**src/conv3x3_template_filter_top_assert.svh**
```systemverilog
// ----------------------------------------------------------------------------
// conv3x3_template_filter_top_assert: assertion macros
// Clocked checks on clk, disabled while rst_n is low.
// ----------------------------------------------------------------------------
`ifndef CONV3X3_TEMPLATE_FILTER_TOP_ASSERT_SVH
`define CONV3X3_TEMPLATE_FILTER_TOP_ASSERT_SVH

`ifndef ASSERT_OFF
`define C3F_CHECK(label, cond) \
    label: assert property (@(posedge clk) disable iff (!rst_n) (cond)) \
        else $error("c3f check failed");
`define C3F_CHECK_NEXT(label, ante, cons) \
    label: assert property (@(posedge clk) disable iff (!rst_n) (ante) |=> (cons)) \
        else $error("c3f check failed");
`else
`define C3F_CHECK(label, cond)
`define C3F_CHECK_NEXT(label, ante, cons)
`endif

`endif

```
**src/c3f_fifo.sv**
```systemverilog
// ----------------------------------------------------------------------------
// c3f_fifo: operation queue between front and back
// Small register FIFO; lets either side stall on its own.
// ----------------------------------------------------------------------------
module c3f_fifo #(
    parameter int WIDTH = 16,
    parameter int DEPTH = 4
)(
    input  logic             clk,
    input  logic             rst_n,
    input  logic             push,
    input  logic [WIDTH-1:0] wdata,
    output logic             full,
    input  logic             pop,
    output logic [WIDTH-1:0] rdata,
    output logic             valid
);

    localparam int PTR_W = (DEPTH > 1) ? $clog2(DEPTH) : 1;
    localparam int CNT_W = $clog2(DEPTH + 1);

    logic [WIDTH-1:0] data_reg [DEPTH];
    logic [PTR_W-1:0] wr_ptr_reg;
    logic [PTR_W-1:0] rd_ptr_reg;
    logic [CNT_W-1:0] count_reg;
    logic [PTR_W-1:0] wr_ptr_next;
    logic [PTR_W-1:0] rd_ptr_next;
    logic [CNT_W-1:0] count_next;

    always_comb
    begin
        wr_ptr_next = wr_ptr_reg;
        rd_ptr_next = rd_ptr_reg;
        count_next  = count_reg;
        if (push)
        begin
            wr_ptr_next = (wr_ptr_reg == PTR_W'(DEPTH - 1)) ? '0 : wr_ptr_reg + PTR_W'(1);
        end
        if (pop)
        begin
            rd_ptr_next = (rd_ptr_reg == PTR_W'(DEPTH - 1)) ? '0 : rd_ptr_reg + PTR_W'(1);
        end
        if (push && !pop)
        begin
            count_next = count_reg + CNT_W'(1);
        end
        else if (pop && !push)
        begin
            count_next = count_reg - CNT_W'(1);
        end
    end

    always_ff @(posedge clk or negedge rst_n)
    begin
        if (!rst_n)
        begin
            wr_ptr_reg <= '0;
            rd_ptr_reg <= '0;
            count_reg  <= '0;
        end
        else
        begin
            wr_ptr_reg <= wr_ptr_next;
            rd_ptr_reg <= rd_ptr_next;
            count_reg  <= count_next;
        end
    end

    always_ff @(posedge clk)
    begin
        if (push)
        begin
            data_reg[wr_ptr_reg] <= wdata;
        end
    end

    assign full  = (count_reg == CNT_W'(DEPTH));
    assign valid = (count_reg != '0);
    assign rdata = data_reg[rd_ptr_reg];

endmodule

```
**config.mk**
```make
export PLATFORM = sky130hd
export DESIGN_NAME = c3f_fifo
export DESIGN_NICKNAME = d
export VERILOG_FILES = /design/src/conv3x3_template_filter_top_assert.svh /design/src/c3f_fifo.sv
export SDC_FILE = /design/constraint.sdc
export NUM_CORES = 1
export LEC_CHECK = 0
export ABC_CLOCK_PERIOD_IN_PS = 1400
export BUFFER_PORTS_ARGS = -buffer_cell sky130_fd_sc_hd__buf_2
export CORE_ASPECT_RATIO = 0.75
export CORE_MARGIN = 2
export CORE_UTILIZATION = 45
export DETAILED_ROUTE_END_ITERATION = 8
export GPL_TIMING_DRIVEN = 1
export PLACE_DENSITY = 0.71
export SETUP_SLACK_MARGIN = 0.3
export SYNTH_ARGS = -nofsm -noshare
export SYNTH_HDL_FRONTEND = slang
export SYNTH_SLANG_ARGS = --single-unit
```
**constraint.sdc**
```tcl
create_clock -name clk -period 1.4 [get_ports clk]
set_input_delay 0.07 -clock clk [delete_from_list [all_inputs] [get_ports clk]]
set_output_delay 0.07 -clock clk [all_outputs]
set_load 0.01 [all_outputs]
```
==> results.ini <==
[logic_synthesis]
netlist_top_cells_area=edfxtp_1, mux4_1, mux4_2
ys.flop_type=edfxtp_1
avgSynthCellArea_um2=22.9
syn-cell-area_um2=2770
ys_types=19
synth_top_area_share_pct=69.5
ys_async_sr_fraction_pct=9.86
syn_nets=148
synth_cells=121
ys_seq_area_share_pct=75.8
ys_seq_elements=71
yosysWarnings=0
synth-edff-count=64
yosys.area.top_type=edfxtp_1

[grt]
grt_max_degree=17
grt_pass1_vias=1587
antenna_found_initial=0
overflow=0
grt_pass1_wl_mm=8.40
grt.total_usage_pct=18.0

[flow_run]
maxCapViolations=0

[cells_and_area]
antenna_cells=0
layout-drive-gt1-share_pct=54.0
multiInputGateArea_um2=707
nNetsFinal=237
fill_cells=430
seqCellArea_um2=2100
largest_register_ffs=64
postLayoutCoreUtil_pct=64.2
area_growth_pct=36.6

[hold_path]
hp-start=pop
hp-class=input pin to register
holdPathStages=2
whs_endpoint=rd_ptr_reg[1]$_DFFE_PN0P_

[detailed_routing]
drc_errors=0
drt_wl_total_mm=5.48
num_vias=1475
wl_per_cell_um=18.7
antenna_left=0
dr.pass1.iters=4
vias_per_cell=5.03
first_iter_violations=112

[setup_path]
worst_ep_required_time_ns=1.63
cp-start-kind=register
crit_type=register to register
reg2reg_to=rd_ptr_reg[1]$_DFFE_PN0P_
r2r-start=rd_ptr_reg[0]$_DFFE_PN0P_
rr_worst_depth=9
cp.arrival_ns=1.98
r2r_setup_slack_ns=-0.35
crit_path_max_fanout=4
endpoint_kind=register

[clock_tree]
numCtsBuffers=9
cts_buffer_depth=2
cts_sinks=71
clkSlewWorstSetupHoldPaths_ns=0.07
cts_tree=built
clk_latency_ns=0.34
root_buffer=clkbuf_8
htreeDepth=3

[power_and_ir_drop]
max-vdd-ir-drop_v=0.00112
powerDensity_nw_per_um2=1950
report.power.total_mw=7.38
p_leak_nw=1.40

[place]
gp_congestion=0.713
port_buffers=37
dp_slack_ns=-0.0220
hpwl_mm=2.91

[timing]
max_freq_mhz=572
fin_skew_ns=0.00519
maxSlewViolCount=0
fin_ws_ns=-0.350
min_period_ns=1.75
rsz0062_at_grt=true
setup_viol=18
worst_pin_slew_ns=0.218
fin_crit_sh_pct=125
slew_headroom_pct=85.5
finalHoldViolCount=0

[die]
ioPinCount=38
die_y_um=71.9
core-area_um2=5890
start_util_pct=47.0
rows=24
die_width_um=94.5
die_area_um2=6800

[run_status]
outcome=finished, violations left
violations=setup timing

[metrics by stage]
| step | hold slack, ns | cells | instance area, um^2 | setup TNS (ns) |
|---|---|---|---|---|
| after floorplan | -0.226 | 121 | 2780 | 0 |
| after global placement | -0.0929 | 238 | 3080 | 0 |
| after detailed placement | -0.0859 | 238 | 3080 | -0.0220 |
| after CTS | 0.0206 | 288 | 3700 | -5.52 |
| after global routing | 0.0329 | 293 | 3780 | -5.83 |
| final | 0.0391 | 293 | 3780 | -4.87 |
[power by group]
part | leakage (nW) | internal (mW) | switching, mW
Sequential | 0.667 | 2.76 | 0.215
Clock | 0.0862 | 0.625 | 0.731
Combinational | 0.644 | 1.78 | 1.26
Total | 1.40 | 5.16 | 2.21
[worst max path at each step]
stage / startpoint / to / cells after the start
2_1_floorplan: rd_ptr_reg[0]$_DFFE_PN0P_ / rdata[0] / 3
3_3_place_gp: rd_ptr_reg[0]$_DFFE_PN0P_ / rdata[6] / 3
3_5_place_dp: pop / count_reg[2]$_DFFE_PN0P_ / 8
4_1_cts: rd_ptr_reg[0]$_DFFE_PN0P_ / rdata[6] / 3
5_1_grt: rd_ptr_reg[0]$_DFFE_PN0P_ / rd_ptr_reg[1]$_DFFE_PN0P_ / 9
6_report: rd_ptr_reg[0]$_DFFE_PN0P_ / rd_ptr_reg[1]$_DFFE_PN0P_ / 9
[what timing repair did]
item,CTS,global route
pin swaps,7,4
setup buffers,13,5
hold buffers,17,0
hold endpoints to repair,71,0
setup endpoints to repair,86,86
cloned,4,0
resized for setup,27,24
[layer usage]
layer / global-route usage, % / vias up / part of all wire (%) / wire length (um)
li1: - / 668 / - / -
met1: 21.9 / 758 / 42 / 2320
met2: 29.8 / 37 / 52 / 2840
met3: 5.71 / 12 / 3.8 / 211
met4: 8.05 / 0 / 2.1 / 116
met5: 0 / - / 0 / 0
[Yosys cell counts (2+ instances only)]
cell type	count
ha_1	6
inv_1	4
buf_2	2
mux4_2	8
o21ai_0	2
mux4_1	8
and2_1	4
xor2_1	2
edfxtp_1	64
nand2_1	2
nor2_1	3
dfrtp_1	7
mux2_2	3
[layout by cell type (no fill, tap or decap), drive strengths merged]
cell	netlist	final
fa	1	1
clkbuf	0	9
clkinv	0	6
nand2	2	2
or3	1	1
xor2	2	2
dfrtp	7	7
edfxtp	64	64
dlygate4sd3	0	17
mux2	3	3
buf	4	62
nor2	3	3
mux4	16	16
inv	4	4
nor3b	1	1
clkinvlp	0	1
o21ai	2	2
xnor2	1	1
and2	4	7
ha	6	6
[final cells by class]
| class | count | area share [%] |
|---|---|---|
| Sequential cell | 71 | 55.6 |
| Multi-Input combinational cell | 45 | 18.7 |
| Timing Repair Buffer | 79 | 18.4 |
| Clock buffer | 9 | 3.28 |
| Tap cell | 78 | 2.58 |
| Clock inverter | 7 | 1.06 |
| Inverter | 4 | 0.397 |
[critical path, cell delays in order, from the launching register on]
cell and delay, ns:
dfrtp_2 0.45, buf_6 0.13, buf_6 0.10, buf_6 0.10, buf_6 0.10, buf_6 0.10
buf_6 0.10, buf_6 0.11, ha_4 0.20, mux2_4 0.25
[cell families (layout without fill, tap and decap cells)]
| family | Yosys count | count (layout) | share of synthesized area, % |
|---|---|---|---|
| simple gates | 11 | 14 | 2.08 |
| mux | 19 | 19 | 15.3 |
| flops | 71 | 71 | 75.8 |
| buf+inv | 8 | 99 | 2.04 |
| fa+ha+maj | 7 | 7 | 3.44 |
| xor+xnor | 3 | 3 | 0.950 |
| compound gates | 2 | 2 | 0.362 |
Power figures use the tool's default switching activity.
