$ cat src/conv3x3_template_filter_top_assert.svh
// ----------------------------------------------------------------------------
// conv3x3_template_filter_top_assert: assertion macros
// Clocked checks on clk, disabled while rst_n is low.
// ----------------------------------------------------------------------------
`ifndef CONV3X3_TEMPLATE_FILTER_TOP_ASSERT_SVH
`define CONV3X3_TEMPLATE_FILTER_TOP_ASSERT_SVH

`ifndef ASSERT_OFF
`define C3F_CHECK(label, cond) \
    label: assert property (@(posedge clk) disable iff (!rst_n) (cond)) \
        else $error("c3f check failed");
`define C3F_CHECK_NEXT(label, ante, cons) \
    label: assert property (@(posedge clk) disable iff (!rst_n) (ante) |=> (cons)) \
        else $error("c3f check failed");
`else
`define C3F_CHECK(label, cond)
`define C3F_CHECK_NEXT(label, ante, cons)
`endif

`endif

$ cat src/c3f_pkg.sv
// ----------------------------------------------------------------------------
// c3f_pkg: shared types and constants
// Register map, kernel codes and the queued operation record.
// ----------------------------------------------------------------------------
package c3f_pkg;

    localparam int PIX_W        = 8;
    localparam int CFG_IDX_W    = 2;
    localparam int CFG_DATA_W   = 12;
    localparam int WIDTH_REG_W  = 11;
    localparam int HEIGHT_REG_W = 12;
    localparam int MODE_W       = 2;
    localparam int WIDTH_RESET  = 1024;
    localparam int HEIGHT_RESET = 768;
    localparam int MIN_DIM      = 3;
    localparam int QUEUE_DEPTH  = 4;

    localparam logic [CFG_IDX_W-1:0] REG_IMAGE_WIDTH  = 2'd0;
    localparam logic [CFG_IDX_W-1:0] REG_IMAGE_HEIGHT = 2'd1;
    localparam logic [CFG_IDX_W-1:0] REG_KERNEL_MODE  = 2'd2;

    localparam logic [MODE_W-1:0] MODE_BOX     = 2'd0;
    localparam logic [MODE_W-1:0] MODE_GAUSS   = 2'd1;
    localparam logic [MODE_W-1:0] MODE_LAPLACE = 2'd2;

    // floor(x / 9) == (x * 3641) >> 15 for x below 32768
    localparam logic [11:0] BOX_RECIP = 12'd3641;
    localparam int          BOX_SHIFT = 15;

    localparam logic [PIX_W-1:0] PIX_MAX = 8'hFF;

    typedef struct packed {
        logic             is_pixel;
        logic [PIX_W-1:0] pixel;
        logic             emit;
        logic             border;
        logic             above_sel;
        logic             row_end;
        logic             frame_end;
    } c3f_op_t;

endpackage

$ cat src/c3f_front.sv
// ----------------------------------------------------------------------------
// c3f_front: configuration registers and item classification
// Tracks input and output raster positions and the pending count, decides
// which transfers release a result, and queues work for the back end.
// ----------------------------------------------------------------------------
module c3f_front
    import c3f_pkg::*;
#(
    parameter int MAX_WIDTH  = 1024,
    parameter int MAX_HEIGHT = 4095
)(
    input  logic                           clk,
    input  logic                           rst_n,
    input  logic                           cfg_valid,
    output logic                           cfg_ready,
    input  logic [CFG_IDX_W-1:0]           cfg_index,
    input  logic [CFG_DATA_W-1:0]          cfg_data,
    input  logic                           pix_valid,
    output logic                           pix_stall,
    input  logic                           command,
    input  logic [PIX_W-1:0]               pixel_in,
    input  logic                           q_full,
    output logic                           q_push,
    output c3f_op_t                        q_op,
    output logic [$clog2(MAX_WIDTH)-1:0]   q_addr,
    output logic [MODE_W-1:0]              kernel_mode
);

    localparam int COL_W   = $clog2(MAX_WIDTH);
    localparam int WCNT_W  = COL_W + 1;
    localparam int ROW_W   = $clog2(MAX_HEIGHT);
    localparam int W_RESET = (WIDTH_RESET > MAX_WIDTH) ? MAX_WIDTH : WIDTH_RESET;
    localparam int H_RESET = (HEIGHT_RESET > MAX_HEIGHT) ? MAX_HEIGHT : HEIGHT_RESET;

    logic [WCNT_W-1:0] width_reg,  width_next;
    logic [COL_W-1:0]  wm1_reg,    wm1_next;
    logic [ROW_W-1:0]  hm1_reg,    hm1_next;
    logic [MODE_W-1:0] mode_reg,   mode_next;
    logic [COL_W-1:0]  in_col_reg,  in_col_next;
    logic [ROW_W-1:0]  in_row_reg,  in_row_next;
    logic [COL_W-1:0]  out_col_reg, out_col_next;
    logic [ROW_W-1:0]  out_row_reg, out_row_next;
    logic [WCNT_W-1:0] pend_reg,    pend_next;

    logic [31:0] w_clamp;
    logic [31:0] h_clamp;
    logic        cfg_hit;
    logic        accept;
    logic        lag_full;
    logic        flush_ok;
    logic        emit;
    logic        out_col_last;
    logic        out_row_last;

    always_comb
    begin
        w_clamp = 32'(cfg_data[WIDTH_REG_W-1:0]);
        if (w_clamp < 32'(MIN_DIM))
        begin
            w_clamp = 32'(MIN_DIM);
        end
        if (w_clamp > 32'(MAX_WIDTH))
        begin
            w_clamp = 32'(MAX_WIDTH);
        end
        h_clamp = 32'(cfg_data[HEIGHT_REG_W-1:0]);
        if (h_clamp < 32'(MIN_DIM))
        begin
            h_clamp = 32'(MIN_DIM);
        end
        if (h_clamp > 32'(MAX_HEIGHT))
        begin
            h_clamp = 32'(MAX_HEIGHT);
        end
    end

    always_comb
    begin
        width_next = width_reg;
        wm1_next   = wm1_reg;
        hm1_next   = hm1_reg;
        mode_next  = mode_reg;
        cfg_hit    = 1'b0;
        if (cfg_valid)
        begin
            unique case (cfg_index)
                REG_IMAGE_WIDTH:
                begin
                    width_next = WCNT_W'(w_clamp);
                    wm1_next   = COL_W'(w_clamp - 32'd1);
                    cfg_hit    = 1'b1;
                end
                REG_IMAGE_HEIGHT:
                begin
                    hm1_next = ROW_W'(h_clamp - 32'd1);
                    cfg_hit  = 1'b1;
                end
                REG_KERNEL_MODE:
                begin
                    mode_next = cfg_data[MODE_W-1:0];
                    cfg_hit   = 1'b1;
                end
                default:
                begin
                    cfg_hit = 1'b0;
                end
            endcase
        end
    end

    assign accept       = pix_valid && !q_full;
    assign lag_full     = (pend_reg > width_reg);
    assign flush_ok     = (in_col_reg == '0) && (in_row_reg == '0) && (pend_reg != '0);
    assign emit         = command ? flush_ok : lag_full;
    assign out_col_last = (out_col_reg == wm1_reg);
    assign out_row_last = (out_row_reg == hm1_reg);

    always_comb
    begin
        q_op.is_pixel  = !command;
        q_op.pixel     = pixel_in;
        q_op.emit      = emit;
        q_op.border    = (out_row_reg == '0) || out_row_last || (out_col_reg == '0)
                         || out_col_last;
        q_op.above_sel = lag_full;
        q_op.row_end   = out_col_last;
        q_op.frame_end = out_col_last && out_row_last;
    end

    assign q_addr = command ? out_col_reg : in_col_reg;
    assign q_push = accept && (!command || flush_ok);

    always_comb
    begin
        in_col_next  = in_col_reg;
        in_row_next  = in_row_reg;
        out_col_next = out_col_reg;
        out_row_next = out_row_reg;
        pend_next    = pend_reg;
        if (cfg_hit)
        begin
            in_col_next  = '0;
            in_row_next  = '0;
            out_col_next = '0;
            out_row_next = '0;
            pend_next    = '0;
        end
        else if (accept)
        begin
            if (!command)
            begin
                if (in_col_reg == wm1_reg)
                begin
                    in_col_next = '0;
                    in_row_next = (in_row_reg == hm1_reg) ? '0 : in_row_reg + ROW_W'(1);
                end
                else
                begin
                    in_col_next = in_col_reg + COL_W'(1);
                end
                if (!lag_full)
                begin
                    pend_next = pend_reg + WCNT_W'(1);
                end
            end
            else if (flush_ok)
            begin
                pend_next = pend_reg - WCNT_W'(1);
            end
            if (emit)
            begin
                if (out_col_last)
                begin
                    out_col_next = '0;
                    out_row_next = out_row_last ? '0 : out_row_reg + ROW_W'(1);
                end
                else
                begin
                    out_col_next = out_col_reg + COL_W'(1);
                end
            end
        end
    end

    always_ff @(posedge clk or negedge rst_n)
    begin
        if (!rst_n)
        begin
            width_reg   <= WCNT_W'(W_RESET);
            wm1_reg     <= COL_W'(W_RESET - 1);
            hm1_reg     <= ROW_W'(H_RESET - 1);
            mode_reg    <= MODE_BOX;
            in_col_reg  <= '0;
            in_row_reg  <= '0;
            out_col_reg <= '0;
            out_row_reg <= '0;
            pend_reg    <= '0;
        end
        else
        begin
            width_reg   <= width_next;
            wm1_reg     <= wm1_next;
            hm1_reg     <= hm1_next;
            mode_reg    <= mode_next;
            in_col_reg  <= in_col_next;
            in_row_reg  <= in_row_next;
            out_col_reg <= out_col_next;
            out_row_reg <= out_row_next;
            pend_reg    <= pend_next;
        end
    end

    assign cfg_ready   = 1'b1;
    assign pix_stall   = q_full;
    assign kernel_mode = mode_reg;

endmodule

$ cat config.mk
export PLATFORM = sky130hd
export DESIGN_NAME = c3f_front
export DESIGN_NICKNAME = d
export VERILOG_FILES = /design/src/conv3x3_template_filter_top_assert.svh /design/src/c3f_pkg.sv /design/src/c3f_front.sv
export SDC_FILE = /design/constraint.sdc
export NUM_CORES = 1
export LEC_CHECK = 0
export BUFFER_PORTS_ARGS = -buffer_cell sky130_fd_sc_hd__buf_2
export CAP_MARGIN = 20
export CORE_MARGIN = 2
export CORE_UTILIZATION = 25
export DETAILED_ROUTE_END_ITERATION = 8
export SYNTH_ARGS = -nofsm -noshare
export SYNTH_HDL_FRONTEND = slang
export SYNTH_SLANG_ARGS = --single-unit
$ cat constraint.sdc
create_clock -name clk -period 3.2 [get_ports clk]
set_input_delay 0.16 -clock clk [delete_from_list [all_inputs] [get_ports clk]]
set_output_delay 0.16 -clock clk [all_outputs]
set_load 0.05 [all_outputs]
==> impl_metrics.csv, run 1 <==
group,metric,value,unit
cts,numClockSinks,90,
global_route,grtUsageTotal,0.131,
placed_design,place_congestion,0.857,
floorplanning,fp.dieW,163,µm
power,p_clk_frac,0.298,
setup_path,slowest_delay,540,ps
power,power.switching,1.37,mW
routing,antenna_left,0,
setup_path,worst_ep_required_time,3480,ps
setup_path,critPathKind,"register to register",
setup_path,arrival,3080,ps
cts,cts_tree,"yes",
timing,setup_viol,0,
timing,timing.slew.headroom,0.490,
cts,clk-insertion-delay-late,350,ps
routing,detail_route.iter0.violations,317,
timing,timing.setup.tns,0,ps
synth,synth-seq-cells,90,
cts,clk_pin_slew_worst_paths,70,ps
timing,clock_skew,9.38,ps
power,power_density,545,nW/µm²
layout,areaGrowthSynthToFinish,13.0,%
synth,synth_nets,785,
synth,yosys-top-cells-area,"dfrtp_1, xnor2_1, dfstp_2",
layout,nNetsFinal,804,
cts,post_cts_buffers,0,
timing,hold_slack,66.7,ps
floorplanning,coreArea,25000,µm²
synth,synth_edf_count,0,
cts,cts_buffers,9,
routing,drc,0,
global_route,grt_overflow,0,
placed_design,place_hpwl,12400,µm
global_route,grt_start_max_net_pins,51,
layout,final_core_util,0.286,
layout,drive_gt1_frac,0.164,
synth,yosys.cell_types.count,69,
layout,diodes,0,
routing,via_per_inst,4.93,
routing,routedWlPerCell,15.5,µm
synth,synth_area,6320,µm²
floorplanning,die_h,163,µm
power,power_frac_seq,0.385,
power,power_frac_comb,0.317,
synth,synth_warnings,0,
setup_path,crit_path_top_delay_cell,"or4_1",
setup_path,cp_max_fo,11,
synth,yosysSeqAreaShare,0.360,
timing,max_clock_freq,0.357,GHz
synth,synth_top_area_share,0.277,
floorplanning,io_pins,57,
power,ir_worst_vdd,0.299,mV
cts,clockBufferDepth,2,
floorplanning,num_rows,58,
global_route,grt_pass1_vias,5079,
setup_path,worst_setup_path_start_kind,"register",
timing,worst_pin_slew,762,ps
routing,vias,5324,
global_route,grt_pass1_wl,27600,µm
cts,cts_max_level,3,
synth,syn_area_per_cell,8.69,µm²
power,p_int,2.52,mW
timing,drv_slew,0,
cts,postCtsResizedCells,0,
timing,rsz0062_at_grt,"no",
floorplanning,dieArea,26600,µm²
power,p_sw_frac,0.352,
cts,root_buffer,"clkbuf_16",
hold_path,hp-class,"input port to register",
synth,ys.flop_type,"dfrtp_1",
synth,postSynthCellCount,727,
floorplanning,initial_core_util,0.253,
timing,fin_crit_sh,0.875,
setup_path,crit_chain,"inv_1, ha_1, nand2_1, o31ai_1, o2111a_1, o21ai_1, or4_1, a21oi_1",
setup_path,cp-end-kind,"register",
routing,dr.pass1.iters,7,
outcome,status,"finished clean",
power,total_leakage_power,3.02,nW
setup_path,reg2reg_slack,400,ps
placed_design,portBuffers,39,
routing,wirelength,16700,µm
flow_run,drv_cap,0,
cts,ctsHoldBuffers,1,
synth,synthArstFlopShare,1.00,
timing,period_needed,2800,ps
global_route,grt_antenna_before_repair,0,
timing,finalHoldViolations,0,
synth,yosysTopAreaCell,"dfrtp_1",
layout make-up:
class / count / area, µm²
Sequential cell: 90 / 2280
Clock inverter: 4 / 75.1
Tap cell: 330 / 413
Timing Repair Buffer: 55 / 320
Inverter: 26 / 97.6
Fill cell: 2675 / 17800
Multi-Input combinational cell: 564 / 3710
Clock buffer: 12 / 246
power by group through the flow:
stage / clock network (mW) / registers [mW] / logic [mW]
floorplan: 0 / 1.46 / 0.995
global placement: 0 / 1.51 / 1.22
detailed placement: 0 / 1.51 / 1.23
CTS: 1.19 / 1.49 / 1.24
global route: 1.24 / 1.52 / 1.39
finish: 1.16 / 1.50 / 1.23
worst max-delay path, delay by kind of cell, from the launching register on:
| family | cells | cell delay, ps |
|---|---|---|
| fa+ha+maj | 1 | 290 |
| buf+inv | 1 | 50 |
| compound gates | 4 | 1250 |
| flops | 1 | 520 |
| simple gates | 2 | 620 |
cell families (layout without fill, tap and decap cells):
kind of cell | Yosys count | in the layout | share of synthesized area
compound gates | 155 | 155 | 0.158
fa+ha+maj | 30 | 30 | 0.0606
flops | 90 | 90 | 0.360
other cells | 1 | 1 | 0.000593
mux | 32 | 32 | 0.0529
xor+xnor | 67 | 67 | 0.0929
buf+inv | 73 | 97 | 0.0539
simple gates | 279 | 279 | 0.221
cell usage in the layout (no fill, tap or decap), drive strengths merged, types with 12 or more instances in the layout:
cell / n
nand2: 74
nor2: 71
dfrtp: 70
xnor2: 61
o21ai: 58
buf: 54
a21oi: 33
nand3: 29
ha: 29
inv: 24
mux2i: 21
dfstp: 20
and3: 18
nand4: 17
nor3: 13
clkbuf: 12
path summary, 6_finish.rpt:
check | startpoint | endpoint | depth (start not counted)
max | width_reg[10] | out_col_reg[9] | 8
min | cfg_data[11] | hm1_reg[11] | 3
max reg2reg | width_reg[10] | out_col_reg[9] | 8
min reg2reg | width_reg[0] | width_reg[0] | 1
max in group asynchronous | rst_n | wm1_reg[2] | 3
min in group asynchronous | rst_n | out_col_reg[1] | 2
Yosys cell counts, types with 4 or more instances:
library cell	instances
or4_1	5
buf_4	14
buf_2	5
clkbuf_1	26
ha_1	29
nand3b_1	10
or2_2	7
xor2_1	6
nand2_1	74
dfrtp_1	70
mux2_2	11
a211oi_1	4
and2_1	6
and3_1	18
nand3_1	29
o21ai_0	48
dfstp_2	20
nor2_1	70
o2111ai_1	4
a31o_2	6
a21oi_1	33
mux2i_1	21
inv_1	24
o21ai_1	10
nor3_1	13
nand4_1	17
nor4_1	8
nand2b_1	4
a31oi_1	4
xnor2_1	61
o31ai_1	11
a21o_1	4
layer usage:
layer	GRT usage	wire (µm)	up-vias
met5	0	0	-
met4	0.0455	388	0
met3	0.0339	995	30
met2	0.187	6920	137
met1	0.190	8430	2540
li1	-	-	2617
metrics by stage:
stage          area (µm²)  setup WS, ps  std cells  power [mW]
5_1_grt              7140           192       1081        4.15
6_report             7140           400       1081        3.89
3_3_place_gp         6810           488       1064        2.72
4_1_cts              7140           417       1081        3.93
3_5_place_dp         6810           452       1064        2.74
2_1_floorplan        6320           705        727        2.45
Power figures use the tool's default switching activity.
==> inputs of run 2 (changes only) <==
--- a/config.mk
+++ b/config.mk
@@ -8,8 +8,9 @@
 export BUFFER_PORTS_ARGS = -buffer_cell sky130_fd_sc_hd__buf_2
 export CAP_MARGIN = 20
 export CORE_MARGIN = 2
-export CORE_UTILIZATION = 25
+export CORE_UTILIZATION = 61
 export DETAILED_ROUTE_END_ITERATION = 8
+export PLACE_DENSITY = 0.81
 export SYNTH_ARGS = -nofsm -noshare
 export SYNTH_HDL_FRONTEND = slang
 export SYNTH_SLANG_ARGS = --single-unit
==> constraint.sdc (replaced) <==
create_clock -name clk -period 2.88 [get_ports clk]
set_input_delay 0.144 -clock clk [delete_from_list [all_inputs] [get_ports clk]]
set_output_delay 0.144 -clock clk [all_outputs]
set_load 0.05 [all_outputs]
==> run 2 against run 1 <==
Effect of this change:
- sequential share of layout area grew 1.5 points
- final area shrank 4.4%
- cell count shrank 18%
- clock power shrank 15%
- core utilization grew 38 points
- wire length shrank 6.2%
- critical path type unchanged
==> impl_metrics.csv, run 2 (same netlist as run 1, synthesis figures left out) <==
group,metric,value,unit
routing,drc,0,
setup_path,r2r_cells,7,
setup_path,cp_max_fo,5,
timing,fin_crit_sh,0.933,
placed_design,portBuffers,39,
setup_path,r2r-start,"pend_reg[0]",
placed_design,place_hpwl,11600,µm
floorplanning,io_pins,57,
timing,drv_slew,0,
timing,timing.setup.tns,0,ps
layout,areaGrowthSynthToFinish,7.98,%
global_route,grt_overflow,0,
floorplanning,die_h,106,µm
timing,worst_pin_slew,720,ps
global_route,grt_antenna_before_repair,0,
setup_path,worst_setup_path_start_kind,"register",
flow_run,drv_cap,0,
placed_design,place_congestion,0.932,
timing,clock_skew,10.8,ps
cts,root_buffer,"clkbuf_8",
layout,nNetsFinal,806,
hold_path,min_to,"hm1_reg[11]",
outcome,status,"finished clean",
power,power_density,593,nW/µm²
routing,wirelength,15700,µm
timing,timing.slew.headroom,0.519,
cts,clockBufferDepth,2,
layout,drive_gt1_frac,0.171,
cts,post_cts_buffers,0,
routing,detail_route.iter0.violations,315,
routing,antenna_left,0,
routing,vias,5548,
global_route,grt_pass1_vias,5513,
power,total_leakage_power,2.99,nW
setup_path,worst_ep_required_time,3170,ps
floorplanning,initial_core_util,0.620,
hold_path,hp-class,"input port to register",
setup_path,r2r_end,"pend_reg[10]",
cts,numClockSinks,90,
timing,max_clock_freq,0.372,GHz
hold_path,worstHoldPathCells,3,
global_route,grt_pass1_wl,26600,µm
floorplanning,num_rows,37,
timing,finalHoldViolations,0,
routing,dr.pass1.iters,5,
setup_path,critPathKind,"register to register",
setup_path,reg2reg_slack,190,ps
cts,cts_tree,"yes",
layout,diodes,0,
layout,final_cell_mix,"nand2_1, nor2_1, dfrtp_1",
floorplanning,fp.dieW,106,µm
setup_path,cp-end-kind,"register",
floorplanning,coreArea,10200,µm²
global_route,grt_start_max_net_pins,48,
setup_path,arrival,2980,ps
layout,stdcell_area,6820,µm²
cts,cts_buffers,9,
routing,via_per_inst,6.24,
global_route,grtUsageTotal,0.294,
timing,period_needed,2690,ps
placed_design,postPlaceCellArea,6580,µm²
layout,layout_commonest_cell,"nand2_1",
timing,rsz0062_at_grt,"no",
cts,cts_max_level,3,
layout,fillCellCount,798,
cts,clk_pin_slew_worst_paths,90,ps
floorplanning,dieArea,11200,µm²
hold_path,hold_start,"cfg_data[11]",
routing,routedWlPerCell,17.7,µm
cts,clk-insertion-delay-late,370,ps
power,ir_worst_vdd,0.329,mV
timing,setup_viol,0,
[run 2: worst max-delay path by stage]
stage	startpoint	end
floorplan	pend_reg[0]	pend_reg[10]
global placement	width_reg[10]	out_col_reg[9]
detailed placement	width_reg[10]	out_col_reg[9]
CTS	width_reg[10]	out_col_reg[9]
global route	pend_reg[0]	pend_reg[10]
finish	pend_reg[0]	pend_reg[10]
[run 2: layout make-up]
cell class | count | area (µm²) | share of cell area
inverter | 26 | 97.6 | 0.0143
timing repair buffer | 57 | 335 | 0.0491
tap | 136 | 170 | 0.0249
sequential | 90 | 2280 | 0.334
clock buffer | 10 | 138 | 0.0202
clock inverter | 6 | 90.1 | 0.0132
multi-input combinational | 564 | 3710 | 0.544
[run 2: what timing repair did]
item	CTS	global route
hold buffers	1	0
endpoints found under the setup margin	0	9
endpoints found under the hold margin	29	0
gates resized for setup	0	2
[run 2: power breakdown]
group          internal [mW]  switching (mW)
registers               1.45           0.197
clock network          0.514           0.475
logic                  0.570           0.837
total                   2.53            1.51
[run 2: critical path: stages, from the launching register on]
cell and delay [ps]:
dfrtp_1 450, fa_1 460, a21o_1 190, a221o_1 320, o41ai_1 450, mux2_2 390, o21ai_1 160, mux2i_1 200
[run 2: metal layers]
layer | vias to the layer above | track usage | routed length [µm]
met5 | - | 0 | 0
met4 | 0 | 0.112 | 444
met3 | 44 | 0.0458 | 917
met2 | 205 | 0.477 | 7450
met1 | 2684 | 0.398 | 6890
li1 | 2615 | - | -
[run 2: stage by stage]
step	power, mW	setup slack, ps	cells	hold WS (ps)	util
global placement	2.96	247	872	180	0.646
detailed placement	3.04	73.3	872	185	0.646
finish	4.04	192	889	48.7	0.670
global route	4.28	62.5	889	55.2	0.670
CTS	4.04	76.5	889	42.0	0.669
floorplan	2.72	385	727	-152	-
==> inputs of run 3 (changes only) <==
--- a/config.mk
+++ b/config.mk
@@ -5,7 +5,7 @@
 export SDC_FILE = /design/constraint.sdc
 export NUM_CORES = 1
 export LEC_CHECK = 0
-export BUFFER_PORTS_ARGS = -buffer_cell sky130_fd_sc_hd__buf_2
+export BUFFER_PORTS_ARGS = -buffer_cell sky130_fd_sc_hd__buf_4
 export CAP_MARGIN = 20
 export CORE_MARGIN = 2
 export CORE_UTILIZATION = 61
==> run 3 against run 2 <==
Effect of this change:
- sequential power hardly changed
- register-to-register slack gained 90 ps
- clock skew grew 5.0 ps
- largest power group unchanged
- critical path depth increased by 1
- critical endpoint is now out_row_reg[6]
- largest cell class unchanged
- sequential share of layout area fell by 0.55 points
- die area unchanged
- cell count grew 0.34%
- sequential cell count stayed put
==> impl_metrics.csv, run 3 (same netlist as run 1, synthesis figures left out) <==
group,metric,value,unit
global_route,grtUsageMet2,0.461,
global_route,met1_usage,0.418,
setup_path,critPathKind,"register to register",
global_route,grt_pass1_vias,5289,
cts,cts_max_level,3,
floorplanning,coreArea,10200,µm²
cts,root_buffer,"clkbuf_8",
setup_path,startpoint,"width_reg[10]",
routing,vias,5541,
setup_path,cp_max_fo,6,
power,ir_worst_vdd,0.472,mV
timing,period_needed,2590,ps
power,power_density,574,nW/µm²
floorplanning,dieArea,11200,µm²
routing,via_per_inst,6.21,
layout,stdcell_area,6940,µm²
power,total_leakage_power,3.02,nW
timing,hold_slack,33.1,ps
layout,final_cell_mix,"nand2_1, nor2_1, dfrtp_1",
placed_design,place_congestion,0.919,
layout,nNetsFinal,809,
layout,drive_gt1_frac,0.173,
global_route,grt_overflow,0,
floorplanning,num_rows,37,
hold_path,hp-class,"input port to register",
placed_design,postPlaceCellArea,6680,µm²
setup_path,reg2reg_slack,290,ps
global_route,grt_start_max_net_pins,84,
global_route,grt-busiest-layer,"met2",
floorplanning,initial_core_util,0.620,
placed_design,place_hpwl,11400,µm
floorplanning,fp.dieW,106,µm
placed_design,portBuffers,39,
cts,cts_buffers,9,
timing,worst_pin_slew,695,ps
timing,max_clock_freq,0.385,GHz
cts,clockBufferDepth,2,
routing,detail_route.iter0.violations,423,
setup_path,worst_ep_required_time,3190,ps
power,total_power,3.99,mW
routing,routedWlPerCell,17.6,µm
layout,final_core_util,0.681,
cts,numClockSinks,90,
setup_path,cp-end-kind,"register",
flow_run,drv_cap,0,
layout,diodes,0,
timing,layout_setup_ws,285,ps
layout,layout_commonest_cell,"nand2_1",
routing,antenna_left,0,
cts,clk_pin_slew_worst_paths,100,ps
placed_design,dp_slack,115,ps
timing,finalHoldViolations,0,
timing,setup_viol,0,
timing,fin_crit_sh,0.901,
floorplanning,io_pins,57,
floorplanning,die_h,106,µm
cts,clk-insertion-delay-late,390,ps
timing,drv_slew,0,
timing,rsz0062_at_grt,"no",
routing,wirelength,15700,µm
timing,clock_skew,15.8,ps
layout,areaGrowthSynthToFinish,9.78,%
setup_path,r2r-start,"width_reg[10]",
timing,timing.setup.tns,0,ps
setup_path,r2r_cells,8,
setup_path,crit_end,"out_row_reg[6]",
placed_design,placed_cells,873,
global_route,grt_antenna_before_repair,0,
layout,fillCellCount,790,
global_route,grtUsageTotal,0.300,
setup_path,r2r_end,"out_row_reg[6]",
routing,dr.pass1.iters,7,
outcome,status,"finished clean",
setup_path,arrival,2900,ps
global_route,grt_pass1_wl,26500,µm
layout,fin_cells,892,
routing,drc,0,
setup_path,worst_setup_path_start_kind,"register",
timing,timing.slew.headroom,0.535,
global_route,grt_util_met3,0.0421,
cts,cts_tree,"yes",
run 3: changes by cell type in the layout (fill, tap and decap cells not counted), sizes merged:
| cell | change |
|---|---|
| buf | +2 |
| clkinv | -2 |
| clkinvlp | +2 |
| bufinv | -1 |
| dlygate4sd3 | +1 |
| inv | +1 |
run 3: layer usage:
layer / share of wire / vias up / routed length (µm)
met5: 0 / - / 0
met4: 0.038 / 0 / 595
met3: 0.069 / 52 / 1080
met2: 0.46 / 256 / 7190
met1: 0.43 / 2606 / 6810
li1: - / 2627 / -
run 3: area by class of cell:
class                   count  area [µm²]  area share
multi-input cells         564        3720       0.537
clock buffers              10         128      0.0184
well taps                 136         170      0.0245
clock inverters             6        66.3     0.00956
flip-flops and latches     90        2280       0.328
inverters                  26        97.6      0.0141
repair buffers             60         475      0.0685
run 3: how the worst min path moves through the flow:
| stage | cells after the start | start | endpoint |
|---|---|---|---|
| detailed placement | 0 | pixel_in[7] | q_op[12] |
| CTS | 3 | cfg_data[9] | wm1_reg[9] |
| floorplan | 0 | rst_n | hm1_reg[10] |
| global route | 3 | cfg_data[9] | wm1_reg[9] |
| finish | 3 | cfg_data[9] | wm1_reg[9] |
| global placement | 0 | pixel_in[7] | q_op[12] |
run 3: report_power, final:
| group | internal [mW] | switching [mW] | leakage (nW) |
|---|---|---|---|
| logic | 0.608 | 0.838 | 1.77 |
| clock network | 0.403 | 0.487 | 0.0889 |
| registers | 1.45 | 0.199 | 1.16 |
run 3: worst max-delay path: stages (launching register included):
cell and delay [ps]:
dfstp_2 530, inv_1 50, ha_1 300, nand2_1 70, o31ai_1 380, o2111a_2 380
o211ai_2 140, or4_1 510, a21oi_1 180
run 3: repair_timing:
| item | CTS | global route |
|---|---|---|
| endpoints found under the setup margin | 0 | 11 |
| hold buffers | 2 | 0 |
| buffers inserted | 0 | 0 |
| resized for setup | 0 | 3 |
| hold endpoints to repair | 36 | 0 |
